## src/sv/ckb_pkg.sv

```systemverilog
// Package with the shared types and constants of the color-distance keyed blend.
package ckb_pkg;

  localparam int PIXEL_W = 32;
  localparam int CHAN_W = 8;
  localparam int MULT_W = 23;
  localparam int DIV_STEPS = 23;
  localparam int CNT_W = 5;

  localparam logic [2:0] REG_KEY_RED = 3'd0;
  localparam logic [2:0] REG_KEY_GREEN = 3'd1;
  localparam logic [2:0] REG_KEY_BLUE = 3'd2;
  localparam logic [2:0] REG_TOLERANCE = 3'd3;
  localparam logic [2:0] REG_TARGET_MODE = 3'd4;

  localparam logic [MULT_W-1:0] MULT_RESET = 23'd4194304;
  localparam logic [CNT_W-1:0] DIV_LAST_STEP = CNT_W'(DIV_STEPS - 1);
  localparam logic signed [33:0] ROUND_HALF = 34'sd8192;
  localparam logic signed [33:0] FULL_WEIGHT_S = 34'sd256;
  localparam logic [31:0] WEIGHT_BOUND = 32'd4186112;
  localparam logic [8:0] FULL_WEIGHT = 9'd256;
  localparam logic [7:0] CHAN_MAX = 8'd255;

  typedef struct packed {
    logic [7:0] key_red;
    logic [7:0] key_green;
    logic [7:0] key_blue;
    logic target_mode;
    logic [MULT_W-1:0] multiplier;
  } cfg_t;

  typedef struct packed {
    logic [PIXEL_W-1:0] src;
    logic [PIXEL_W-1:0] dst;
    logic [7:0] cov;
    logic cov_on;
    logic last;
  } item_t;

  typedef struct packed {
    logic [8:0] excess;
    logic [PIXEL_W-1:0] src;
    logic [PIXEL_W-1:0] dst;
    logic [7:0] cov;
    logic cov_on;
    logic last;
  } dist_t;

  typedef struct packed {
    logic [8:0] weight;
    logic [PIXEL_W-1:0] src;
    logic [PIXEL_W-1:0] dst;
    logic last;
  } wgt_t;

  typedef struct packed {
    logic [PIXEL_W-1:0] pixel;
    logic blended;
    logic last;
  } res_t;

endpackage

```

## src/sv/ckb_cfg.sv

```systemverilog
// Register file with the serial divider that derives the distance multiplier.
module ckb_cfg (
  input  logic              clk,
  input  logic              rst,
  input  logic              psel,
  input  logic              penable,
  input  logic              pwrite,
  input  logic [4:0]        paddr,
  input  logic [31:0]       pwdata,
  output logic [31:0]       prdata,
  output logic              pready,
  output ckb_pkg::cfg_t     cfg,
  output logic              busy
);
  import ckb_pkg::*;

  logic [2:0] index;
  logic wr;
  logic [8:0] divisor;
  logic [8:0] rem;
  logic [9:0] rem_shift;
  logic [9:0] rem_next;
  logic qbit;
  logic [MULT_W-1:0] quo;
  logic [CNT_W-1:0] cnt;
  logic [7:0] tolerance;

  assign pready = 1'b1;
  assign index = paddr[4:2];
  assign wr = psel && penable && pwrite && pready;

  always_comb begin
    rem_shift = {rem, (cnt == DIV_LAST_STEP)};
    qbit = (rem_shift >= {1'b0, divisor});
    rem_next = qbit ? (rem_shift - {1'b0, divisor}) : rem_shift;
  end

  always_ff @(posedge clk) begin
    if (rst) begin
      cfg.key_red <= '0;
      cfg.key_green <= '0;
      cfg.key_blue <= '0;
      cfg.target_mode <= 1'b0;
      cfg.multiplier <= MULT_RESET;
      tolerance <= '0;
      busy <= 1'b0;
    end else if (wr) begin
      unique case (index)
        REG_KEY_RED: cfg.key_red <= pwdata[7:0];
        REG_KEY_GREEN: cfg.key_green <= pwdata[7:0];
        REG_KEY_BLUE: cfg.key_blue <= pwdata[7:0];
        REG_TOLERANCE: begin
          tolerance <= pwdata[7:0];
          divisor <= {1'b0, pwdata[7:0]} + 9'd1;
          rem <= '0;
          quo <= '0;
          cnt <= DIV_LAST_STEP;
          busy <= 1'b1;
        end
        REG_TARGET_MODE: cfg.target_mode <= pwdata[0];
        default: ;
      endcase
    end else if (busy) begin
      rem <= rem_next[8:0];
      quo <= {quo[MULT_W-2:0], qbit};
      if (cnt == '0) begin
        busy <= 1'b0;
        cfg.multiplier <= {quo[MULT_W-2:0], qbit};
      end else begin
        cnt <= cnt - CNT_W'(1);
      end
    end
  end

  always_comb begin
    unique case (index)
      REG_KEY_RED: prdata = {24'd0, cfg.key_red};
      REG_KEY_GREEN: prdata = {24'd0, cfg.key_green};
      REG_KEY_BLUE: prdata = {24'd0, cfg.key_blue};
      REG_TOLERANCE: prdata = {24'd0, tolerance};
      REG_TARGET_MODE: prdata = {31'd0, cfg.target_mode};
      default: prdata = '0;
    endcase
  end

endmodule

```

## src/sv/ckb_dist.sv

```systemverilog
// Stage 1: max channel gap to key (inverted in target mode) as excess below full scale.
module ckb_dist (
  input  logic              clk,
  input  logic              rst,
  input  ckb_pkg::cfg_t     cfg,
  input  logic              in_valid,
  output logic              in_ready,
  input  ckb_pkg::item_t    in_item,
  output logic              out_valid,
  input  logic              out_ready,
  output ckb_pkg::dist_t    out_item
);
  import ckb_pkg::*;

  logic [7:0] dr;
  logic [7:0] dg;
  logic [7:0] db;
  logic [7:0] dmax;
  logic [7:0] dsel;
  logic [8:0] dwide;

  function automatic logic [7:0] absdiff(input logic [7:0] a, input logic [7:0] b);
    return (a > b) ? (a - b) : (b - a);
  endfunction

  always_comb begin
    dr = absdiff(in_item.dst[23:16], cfg.key_red);
    dg = absdiff(in_item.dst[15:8], cfg.key_green);
    db = absdiff(in_item.dst[7:0], cfg.key_blue);
    dmax = dr;
    if (dg > dmax) dmax = dg;
    if (db > dmax) dmax = db;
    dsel = cfg.target_mode ? (CHAN_MAX - dmax) : dmax;
    dwide = {1'b0, dsel} + {8'd0, dsel[7]};
  end

  assign in_ready = !out_valid || out_ready;

  always_ff @(posedge clk) begin
    if (rst) begin
      out_valid <= 1'b0;
    end else if (in_ready) begin
      out_valid <= in_valid;
    end
  end

  always_ff @(posedge clk) begin
    if (in_ready && in_valid) begin
      out_item.excess <= FULL_WEIGHT - dwide;
      out_item.src <= in_item.src;
      out_item.dst <= in_item.dst;
      out_item.cov <= in_item.cov;
      out_item.cov_on <= in_item.cov_on;
      out_item.last <= in_item.last;
    end
  end

endmodule

```

## src/sv/ckb_weight.sv

```systemverilog
// Second and third pipeline stages: scaled distance product, then weight and coverage.
module ckb_weight (
  input  logic              clk,
  input  logic              rst,
  input  logic [22:0]       multiplier,
  input  logic              in_valid,
  output logic              in_ready,
  input  ckb_pkg::dist_t    in_item,
  output logic              out_valid,
  input  logic              out_ready,
  output ckb_pkg::wgt_t     out_item
);
  import ckb_pkg::*;

  logic prod_valid;
  logic prod_ready;
  logic [31:0] prod;
  logic [PIXEL_W-1:0] prod_src;
  logic [PIXEL_W-1:0] prod_dst;
  logic [7:0] prod_cov;
  logic prod_cov_on;
  logic prod_last;

  logic signed [33:0] diff;
  logic signed [33:0] wsum;
  logic [8:0] w;
  logic in_range;
  logic [8:0] cov_wide;
  logic [17:0] cov_prod;
  logic [8:0] wt;

  assign in_ready = !prod_valid || prod_ready;
  assign prod_ready = !out_valid || out_ready;

  always_ff @(posedge clk) begin
    if (rst) begin
      prod_valid <= 1'b0;
      out_valid <= 1'b0;
    end else begin
      if (in_ready) prod_valid <= in_valid;
      if (prod_ready) out_valid <= prod_valid;
    end
  end

  always_ff @(posedge clk) begin
    if (in_ready && in_valid) begin
      prod <= 32'({23'd0, in_item.excess} * {9'd0, multiplier});
      prod_src <= in_item.src;
      prod_dst <= in_item.dst;
      prod_cov <= in_item.cov;
      prod_cov_on <= in_item.cov_on;
      prod_last <= in_item.last;
    end
  end

  always_comb begin
    diff = ROUND_HALF - $signed({2'b00, prod});
    wsum = (diff >>> 14) + FULL_WEIGHT_S;
    w = wsum[8:0];
    in_range = (prod <= WEIGHT_BOUND);
    cov_wide = {1'b0, prod_cov} + {8'd0, prod_cov[7]};
    cov_prod = w * cov_wide;
    if (!in_range) begin
      wt = '0;
    end else if (prod_cov_on) begin
      wt = cov_prod[16:8];
    end else begin
      wt = w;
    end
  end

  always_ff @(posedge clk) begin
    if (prod_ready && prod_valid) begin
      out_item.weight <= wt;
      out_item.src <= prod_src;
      out_item.dst <= prod_dst;
      out_item.last <= prod_last;
    end
  end

endmodule

```

## src/sv/ckb_blend.sv

```systemverilog
// Last pipeline stage: per-byte blend into the output register.
module ckb_blend (
  input  logic              clk,
  input  logic              rst,
  input  logic              in_valid,
  output logic              in_ready,
  input  ckb_pkg::wgt_t     in_item,
  output logic              out_valid,
  input  logic              out_ready,
  output ckb_pkg::res_t     out_item
);
  import ckb_pkg::*;

  logic [8:0] inv;
  logic [PIXEL_W-1:0] mix;
  logic [16:0] lane_sum [4];

  always_comb begin
    inv = FULL_WEIGHT - in_item.weight;
    for (int i = 0; i < 4; i++) begin
      lane_sum[i] = {9'd0, in_item.src[i*CHAN_W +: CHAN_W]} * {8'd0, in_item.weight}
                  + {9'd0, in_item.dst[i*CHAN_W +: CHAN_W]} * {8'd0, inv};
      mix[i*CHAN_W +: CHAN_W] = lane_sum[i][15:8];
    end
  end

  assign in_ready = !out_valid || out_ready;

  always_ff @(posedge clk) begin
    if (rst) begin
      out_valid <= 1'b0;
    end else if (in_ready) begin
      out_valid <= in_valid;
    end
  end

  always_ff @(posedge clk) begin
    if (in_ready && in_valid) begin
      out_item.blended <= (in_item.weight != '0);
      out_item.pixel <= (in_item.weight != '0) ? mix : in_item.dst;
      out_item.last <= in_item.last;
    end
  end

endmodule

```

## src/sv/color_distance_keyed_blend_argb_top.sv

```systemverilog
// Top level of the color-distance keyed blend for premultiplied ARGB pixels.
// The block takes one pixel item per clock while s_tready is high and returns each
// result through a four-stage pipeline (key distance, distance product, weight and
// coverage, per-byte blend) whose last stage is the output register; a stalled output
// holds every stage without loss. A write to the tolerance register starts a bit-serial
// divider that computes the distance multiplier, and s_tready stays low while it runs.
// The coverage byte applies only when its flag in s_tuser is set.
module color_distance_keyed_blend_argb_top (
  input  logic        clk,
  input  logic        rst,
  input  logic        psel,
  input  logic        penable,
  input  logic        pwrite,
  input  logic [4:0]  paddr,
  input  logic [31:0] pwdata,
  output logic [31:0] prdata,
  output logic        pready,
  input  logic        s_tvalid,
  output logic        s_tready,
  input  logic [71:0] s_tdata,  // src_pixel [31:0], dst_pixel [63:32], coverage [71:64]
  input  logic        s_tuser,  // coverage_present
  input  logic        s_tlast,
  output logic        m_tvalid,
  input  logic        m_tready,
  output logic [31:0] m_tdata,  // out_pixel [31:0]
  output logic        m_tuser,  // was_blended
  output logic        m_tlast
);
  import ckb_pkg::*;

  cfg_t cfg;
  logic busy;
  item_t in_item;
  logic dist_in_ready;
  logic dist_valid;
  logic dist_ready;
  dist_t dist_item;
  logic wgt_valid;
  logic wgt_ready;
  wgt_t wgt_item;
  res_t res_item;

  ckb_cfg u_cfg (
    .clk(clk), .rst(rst), .psel(psel), .penable(penable), .pwrite(pwrite),
    .paddr(paddr), .pwdata(pwdata), .prdata(prdata), .pready(pready),
    .cfg(cfg), .busy(busy)
  );

  assign in_item.src = s_tdata[31:0];
  assign in_item.dst = s_tdata[63:32];
  assign in_item.cov = s_tdata[71:64];
  assign in_item.cov_on = s_tuser;
  assign in_item.last = s_tlast;
  assign s_tready = dist_in_ready && !busy;

  ckb_dist u_dist (
    .clk(clk), .rst(rst), .cfg(cfg),
    .in_valid(s_tvalid && !busy), .in_ready(dist_in_ready), .in_item(in_item),
    .out_valid(dist_valid), .out_ready(dist_ready), .out_item(dist_item)
  );

  ckb_weight u_weight (
    .clk(clk), .rst(rst), .multiplier(cfg.multiplier),
    .in_valid(dist_valid), .in_ready(dist_ready), .in_item(dist_item),
    .out_valid(wgt_valid), .out_ready(wgt_ready), .out_item(wgt_item)
  );

  ckb_blend u_blend (
    .clk(clk), .rst(rst),
    .in_valid(wgt_valid), .in_ready(wgt_ready), .in_item(wgt_item),
    .out_valid(m_tvalid), .out_ready(m_tready), .out_item(res_item)
  );

  assign m_tdata = res_item.pixel;
  assign m_tuser = res_item.blended;
  assign m_tlast = res_item.last;

endmodule

```

## config.mk

```make
export PLATFORM = sky130hd
export DESIGN_NAME = color_distance_keyed_blend_argb_top
export DESIGN_NICKNAME = d
export VERILOG_FILES = /design/src/sv/ckb_pkg.sv /design/src/sv/ckb_cfg.sv /design/src/sv/ckb_dist.sv /design/src/sv/ckb_weight.sv /design/src/sv/ckb_blend.sv /design/src/sv/color_distance_keyed_blend_argb_top.sv
export SDC_FILE = /design/constraint.sdc
export NUM_CORES = 2
export LEC_CHECK = 0
export BUFFER_PORTS_ARGS = -buffer_cell sky130_fd_sc_hd__buf_4
export CAP_MARGIN = 5
export CORE_MARGIN = 2
export CORE_UTILIZATION = 40
export CTS_CLUSTER_SIZE = 28
export DETAILED_ROUTE_END_ITERATION = 16
export PLACE_DENSITY = 0.55
export SKIP_LAST_GASP = 1
export SLEW_MARGIN = 20
export SYNTH_ARGS = -nofsm -noshare
export SYNTH_HDL_FRONTEND = slang
export SYNTH_SLANG_ARGS = --single-unit
export TNS_END_PERCENT = 5
```

## constraint.sdc

```tcl
create_clock -name clk -period 13.1 [get_ports clk]
set_clock_uncertainty 0.2 [all_clocks]
set_input_delay 2.62 -clock clk [delete_from_list [all_inputs] [get_ports clk]]
set_output_delay 2.62 -clock clk [all_outputs]
set_load 0.05 [all_outputs]
```

==> run_summary.xml <==
<?xml version="1.0" encoding="UTF-8"?>
<metrics>
  <group name="run_status">
    <metric name="run_status" unit="">finished clean</metric>
  </group>
  <group name="timing">
    <metric name="finalHoldWorstSlack" unit="ns">0.181</metric>
    <metric name="min_cycle_time_layout" unit="ns">9.85</metric>
    <metric name="maxSlewHeadroom" unit="%">31.1</metric>
    <metric name="setup_violations" unit="">0</metric>
    <metric name="finalCritPeriodShare" unit="%">75.2</metric>
    <metric name="max_freq" unit="MHz">102</metric>
    <metric name="setup_tns" unit="ns">0</metric>
    <metric name="timing_hold_violations_final" unit="">0</metric>
    <metric name="rsz_0062_raised_after_global_routing" unit="">false</metric>
    <metric name="slew_viols_final" unit="">0</metric>
    <metric name="worst_pin_slew" unit="ns">1.03</metric>
  </group>
  <group name="setup_path">
    <metric name="cp.buffers_inverters" unit="">5</metric>
    <metric name="worst_path_max_delay_cell" unit="">a222oi_1</metric>
    <metric name="worst_r2r_path_depth" unit="">19</metric>
    <metric name="timing.critical_path.to_type" unit="">flop</metric>
    <metric name="critical_path.max_stage_delay" unit="ns">0.63</metric>
    <metric name="startpoint" unit="">s_tdata[48]</metric>
    <metric name="cp.required" unit="ns">13.29</metric>
    <metric name="worst_reg2reg_setup_slack" unit="ns">4.74</metric>
    <metric name="timing.critical_path.mode_cell" unit="">ha_1</metric>
    <metric name="path_class" unit="">in2reg</metric>
    <metric name="worstPathArrival" unit="ns">10.05</metric>
    <metric name="r2r_end" unit="">u_blend.out_item[16]</metric>
    <metric name="path_max_fanout" unit="">11</metric>
    <metric name="critical_path.reg2reg.startpoint" unit="">u_weight.out_item[67]</metric>
    <metric name="timing.critical_path.max_delay_family" unit="">compound AO/OA/AOI/OAI gates</metric>
    <metric name="worstSetupStartpointType" unit="">input pin</metric>
  </group>
  <group name="place">
    <metric name="detailedPlacementHpwl" unit="mm">76.1</metric>
    <metric name="post_placement_cell_count" unit="">5774</metric>
    <metric name="globalplace.congestion" unit="">0.843</metric>
    <metric name="placement.io_buffers" unit="">135</metric>
  </group>
  <group name="hold_path">
    <metric name="hold_class" unit="">reg2reg</metric>
    <metric name="timing.hold.worst_endpoint" unit="">u_weight.out_item[28]</metric>
    <metric name="worstHoldStart" unit="">u_weight.prod_dst[27]</metric>
    <metric name="whs_path_depth" unit="">0</metric>
  </group>
  <group name="global_routing">
    <metric name="track_usage" unit="%">18.6</metric>
    <metric name="grt_antenna_before_repair" unit="">4</metric>
    <metric name="global_route.overflow_total" unit="">0</metric>
    <metric name="first_pass_grt_wire_length" unit="mm">164</metric>
    <metric name="maximum_number_of_pins_on_one_net_before_global_route_repair" unit="">64</metric>
    <metric name="grt_pass1_vias" unit="">29990</metric>
  </group>
  <group name="power">
    <metric name="vdd.ir_drop.worst" unit="mV">0.117</metric>
    <metric name="internal-power" unit="W">0.00392</metric>
    <metric name="p_leak" unit="nW">21.8</metric>
    <metric name="power.density" unit="nW/µm²">138</metric>
    <metric name="share_of_power_burned_in_combinational_logic" unit="%">51.4</metric>
    <metric name="p_clk_share" unit="%">21.8</metric>
    <metric name="p_sw" unit="W">0.00271</metric>
    <metric name="design_power_total" unit="W">0.00662</metric>
    <metric name="pwr-share-seq" unit="%">26.8</metric>
    <metric name="sw_frac_of_total" unit="%">40.9</metric>
  </group>
  <group name="synthesis">
    <metric name="synthesis.instances" unit="">4376</metric>
    <metric name="synth_top_area_share" unit="%">28.6</metric>
    <metric name="netlist_top_cells_area" unit="">fa_1, edfxtp_1, ha_1</metric>
    <metric name="netlist_area_before_placement" unit="µm²">44000</metric>
    <metric name="synthArstFlopShare" unit="%">0</metric>
    <metric name="synth.distinct_cells" unit="">78</metric>
    <metric name="synth_commonest_cells" unit="">inv_1, fa_1, nand2_1, ha_1, and2_1</metric>
    <metric name="ys.warnings.count" unit="">0</metric>
    <metric name="synth_enable_flop_cells" unit="">342</metric>
    <metric name="synth_ff_type" unit="">edfxtp_1</metric>
    <metric name="post-synth-top-count-cell" unit="">inv_1</metric>
    <metric name="synth_seq_cells" unit="">403</metric>
    <metric name="netlist.top_cell.by_area" unit="">fa_1</metric>
    <metric name="syn-mean-instance-area" unit="µm²">10.0</metric>
    <metric name="synth_sequential_area_ratio" unit="%">26.1</metric>
  </group>
  <group name="drt">
    <metric name="firstDrtPassIters" unit="">5</metric>
    <metric name="viasPerCell" unit="">4.92</metric>
    <metric name="drcViolationCount" unit="">0</metric>
    <metric name="vias" unit="">28861</metric>
    <metric name="violation_count_after_the_first_detailed_route_iteration" unit="">1479</metric>
    <metric name="count_of_antenna_violating_nets_left_after_detailed_routing" unit="">0</metric>
    <metric name="sum_of_routed_wire_length_over_all_layers" unit="mm">101</metric>
    <metric name="wl_per_cell" unit="µm">17.2</metric>
  </group>
  <group name="clock_network">
    <metric name="root_buffer" unit="">clkbuf_16</metric>
    <metric name="hold_buffers" unit="">0</metric>
    <metric name="cts_repair_resize_count" unit="">0</metric>
    <metric name="clock_path_buffers" unit="">3</metric>
    <metric name="cts_made_buffers" unit="">49</metric>
    <metric name="sinks_on_the_clock_net" unit="">403</metric>
    <metric name="htreeDepth" unit="">2</metric>
    <metric name="cts_setup_buffers" unit="">0</metric>
    <metric name="clkTransAtPathRegs" unit="ns">0.06</metric>
    <metric name="tritoncts" unit="">built</metric>
    <metric name="clkLatencyLatePin" unit="ns">0.66</metric>
  </group>
  <group name="finish">
    <metric name="num_antenna_cells" unit="">0</metric>
    <metric name="fin_cells" unit="">5867</metric>
    <metric name="drive_above_1_share" unit="%">6.71</metric>
    <metric name="final_nets" unit="">5557</metric>
    <metric name="area_growth" unit="%">9.19</metric>
  </group>
  <group name="die">
    <metric name="initial_core_utilization" unit="%">40.4</metric>
    <metric name="coreArea" unit="µm²">109000</metric>
    <metric name="fp.dieH" unit="µm">335</metric>
    <metric name="placement_rows" unit="">121</metric>
    <metric name="top_level_ports" unit="">187</metric>
    <metric name="floorplan.die_area" unit="µm²">113000</metric>
    <metric name="floorplan.die.width" unit="µm">335</metric>
  </group>
  <group name="job">
    <metric name="timing.max_cap.violations" unit="">0</metric>
  </group>
</metrics>
[final cells by class]
class	instances	area, µm²
Clock inverter	28	343
Sequential cell	403	11500
Timing Repair Buffer	170	1270
Multi-Input combinational cell	2955	28600
Tap cell	1414	1770
Fill cell	10506	60900
Inverter	833	3130
Clock buffer	64	1380
[worst register-to-register path: stages, from the launching register on]
cell	delay [ns]
edfxtp_1	0.36
buf_4	0.31
or4_1	0.69
nor4_1	0.25
ha_2	0.72
nand2b_1	0.25
fa_1	0.45
fa_1	0.50
fa_1	0.59
fa_1	0.43
fa_1	0.48
fa_1	0.49
inv_1	0.04
ha_1	0.29
a311oi_1	0.22
nor2_1	0.16
o41ai_1	0.73
o21bai_1	0.15
xnor2_1	0.15
o21ai_0	0.61
[power by group through the flow]
stage / combinational, W / sequential, W / clock, W
4_1_cts: 0.00343 / 0.00178 / 0.00150
6_report: 0.00340 / 0.00177 / 0.00144
2_1_floorplan: 0.00252 / 0.00176 / 0
3_5_place_dp: 0.00340 / 0.00180 / 0
5_1_grt: 0.00391 / 0.00179 / 0.00153
3_3_place_gp: 0.00337 / 0.00180 / 0
[state kept, by name (all words and copies together) (netlist names), 8 cells and up]
signal,cells
u_weight.prod_src,32
u_weight.prod_dst,32
u_cfg.tolerance,8
u_weight.out_item,74
u_dist.out_item,83
u_blend.out_item,34
u_cfg.rem,9
u_cfg.cfg,48
u_cfg.quo,22
u_weight.prod,32
u_weight.prod_cov,8
u_cfg.divisor,9
[layer usage]
layer	routed length (µm)	vias up	share of wire, %	GRT usage (%)
met2	46400	546	46	30.1
met5	12	-	0.012	0
met1	47400	14512	47	26.2
li1	-	13699	-	-
met3	4810	102	4.8	2.65
met4	2100	2	2.1	4.51
[metrics by stage]
step / utilization [%] / area [µm²] / worst slack, ns
2_1_floorplan: - / 44000 / 3.70
3_3_place_gp: 42.5 / 46300 / 2.21
3_5_place_dp: 42.5 / 46300 / 2.08
4_1_cts: 44.1 / 48000 / 2.79
5_1_grt: 44.1 / 48000 / 2.57
6_report: 44.1 / 48000 / 3.25
[worst max-delay path by stage]
stage                     slack (ns)                   to  cells past startpoint
after CTS                       2.79  u_dist.out_item[81]                     31
after detailed placement        2.08  u_dist.out_item[81]                     31
final                           3.25  u_dist.out_item[81]                     31
after global routing            2.57  u_dist.out_item[81]                     30
after global placement          2.21  u_dist.out_item[81]                     32
after floorplan                 3.70  u_dist.out_item[81]                     32
[cells by family (layout without fill, tap and decap cells)]
| kind of cell | count (synthesis) | after routing | share of synthesized area, % |
|---|---|---|---|
| AND/OR/NAND/NOR | 1337 | 1337 | 14.7 |
| buffers and inverters | 1041 | 1095 | 9.16 |
| adder cells (fa/ha/maj) | 1027 | 1027 | 39.9 |
| flip-flops | 403 | 403 | 26.1 |
| AO/OA/AOI/OAI | 332 | 332 | 4.95 |
| XOR/XNOR | 157 | 157 | 3.13 |
| multiplexers | 77 | 77 | 1.98 |
| other | 2 | 25 | 0.0171 |
[placed cells by master, fill, tap and decap left out, drive strengths merged, types with 60 or more instances in the layout]
cell type,netlist,layout
a21oi,100,100
and2,376,376
buf,53,169
clkbuf,155,65
dfxtp,61,61
edfxtp,342,342
fa,627,627
ha,400,400
inv,833,835
mux2i,60,60
nand2,592,592
nor2,161,161
o21ai,66,66
xnor2,116,116
Power figures use the tool's default switching activity.
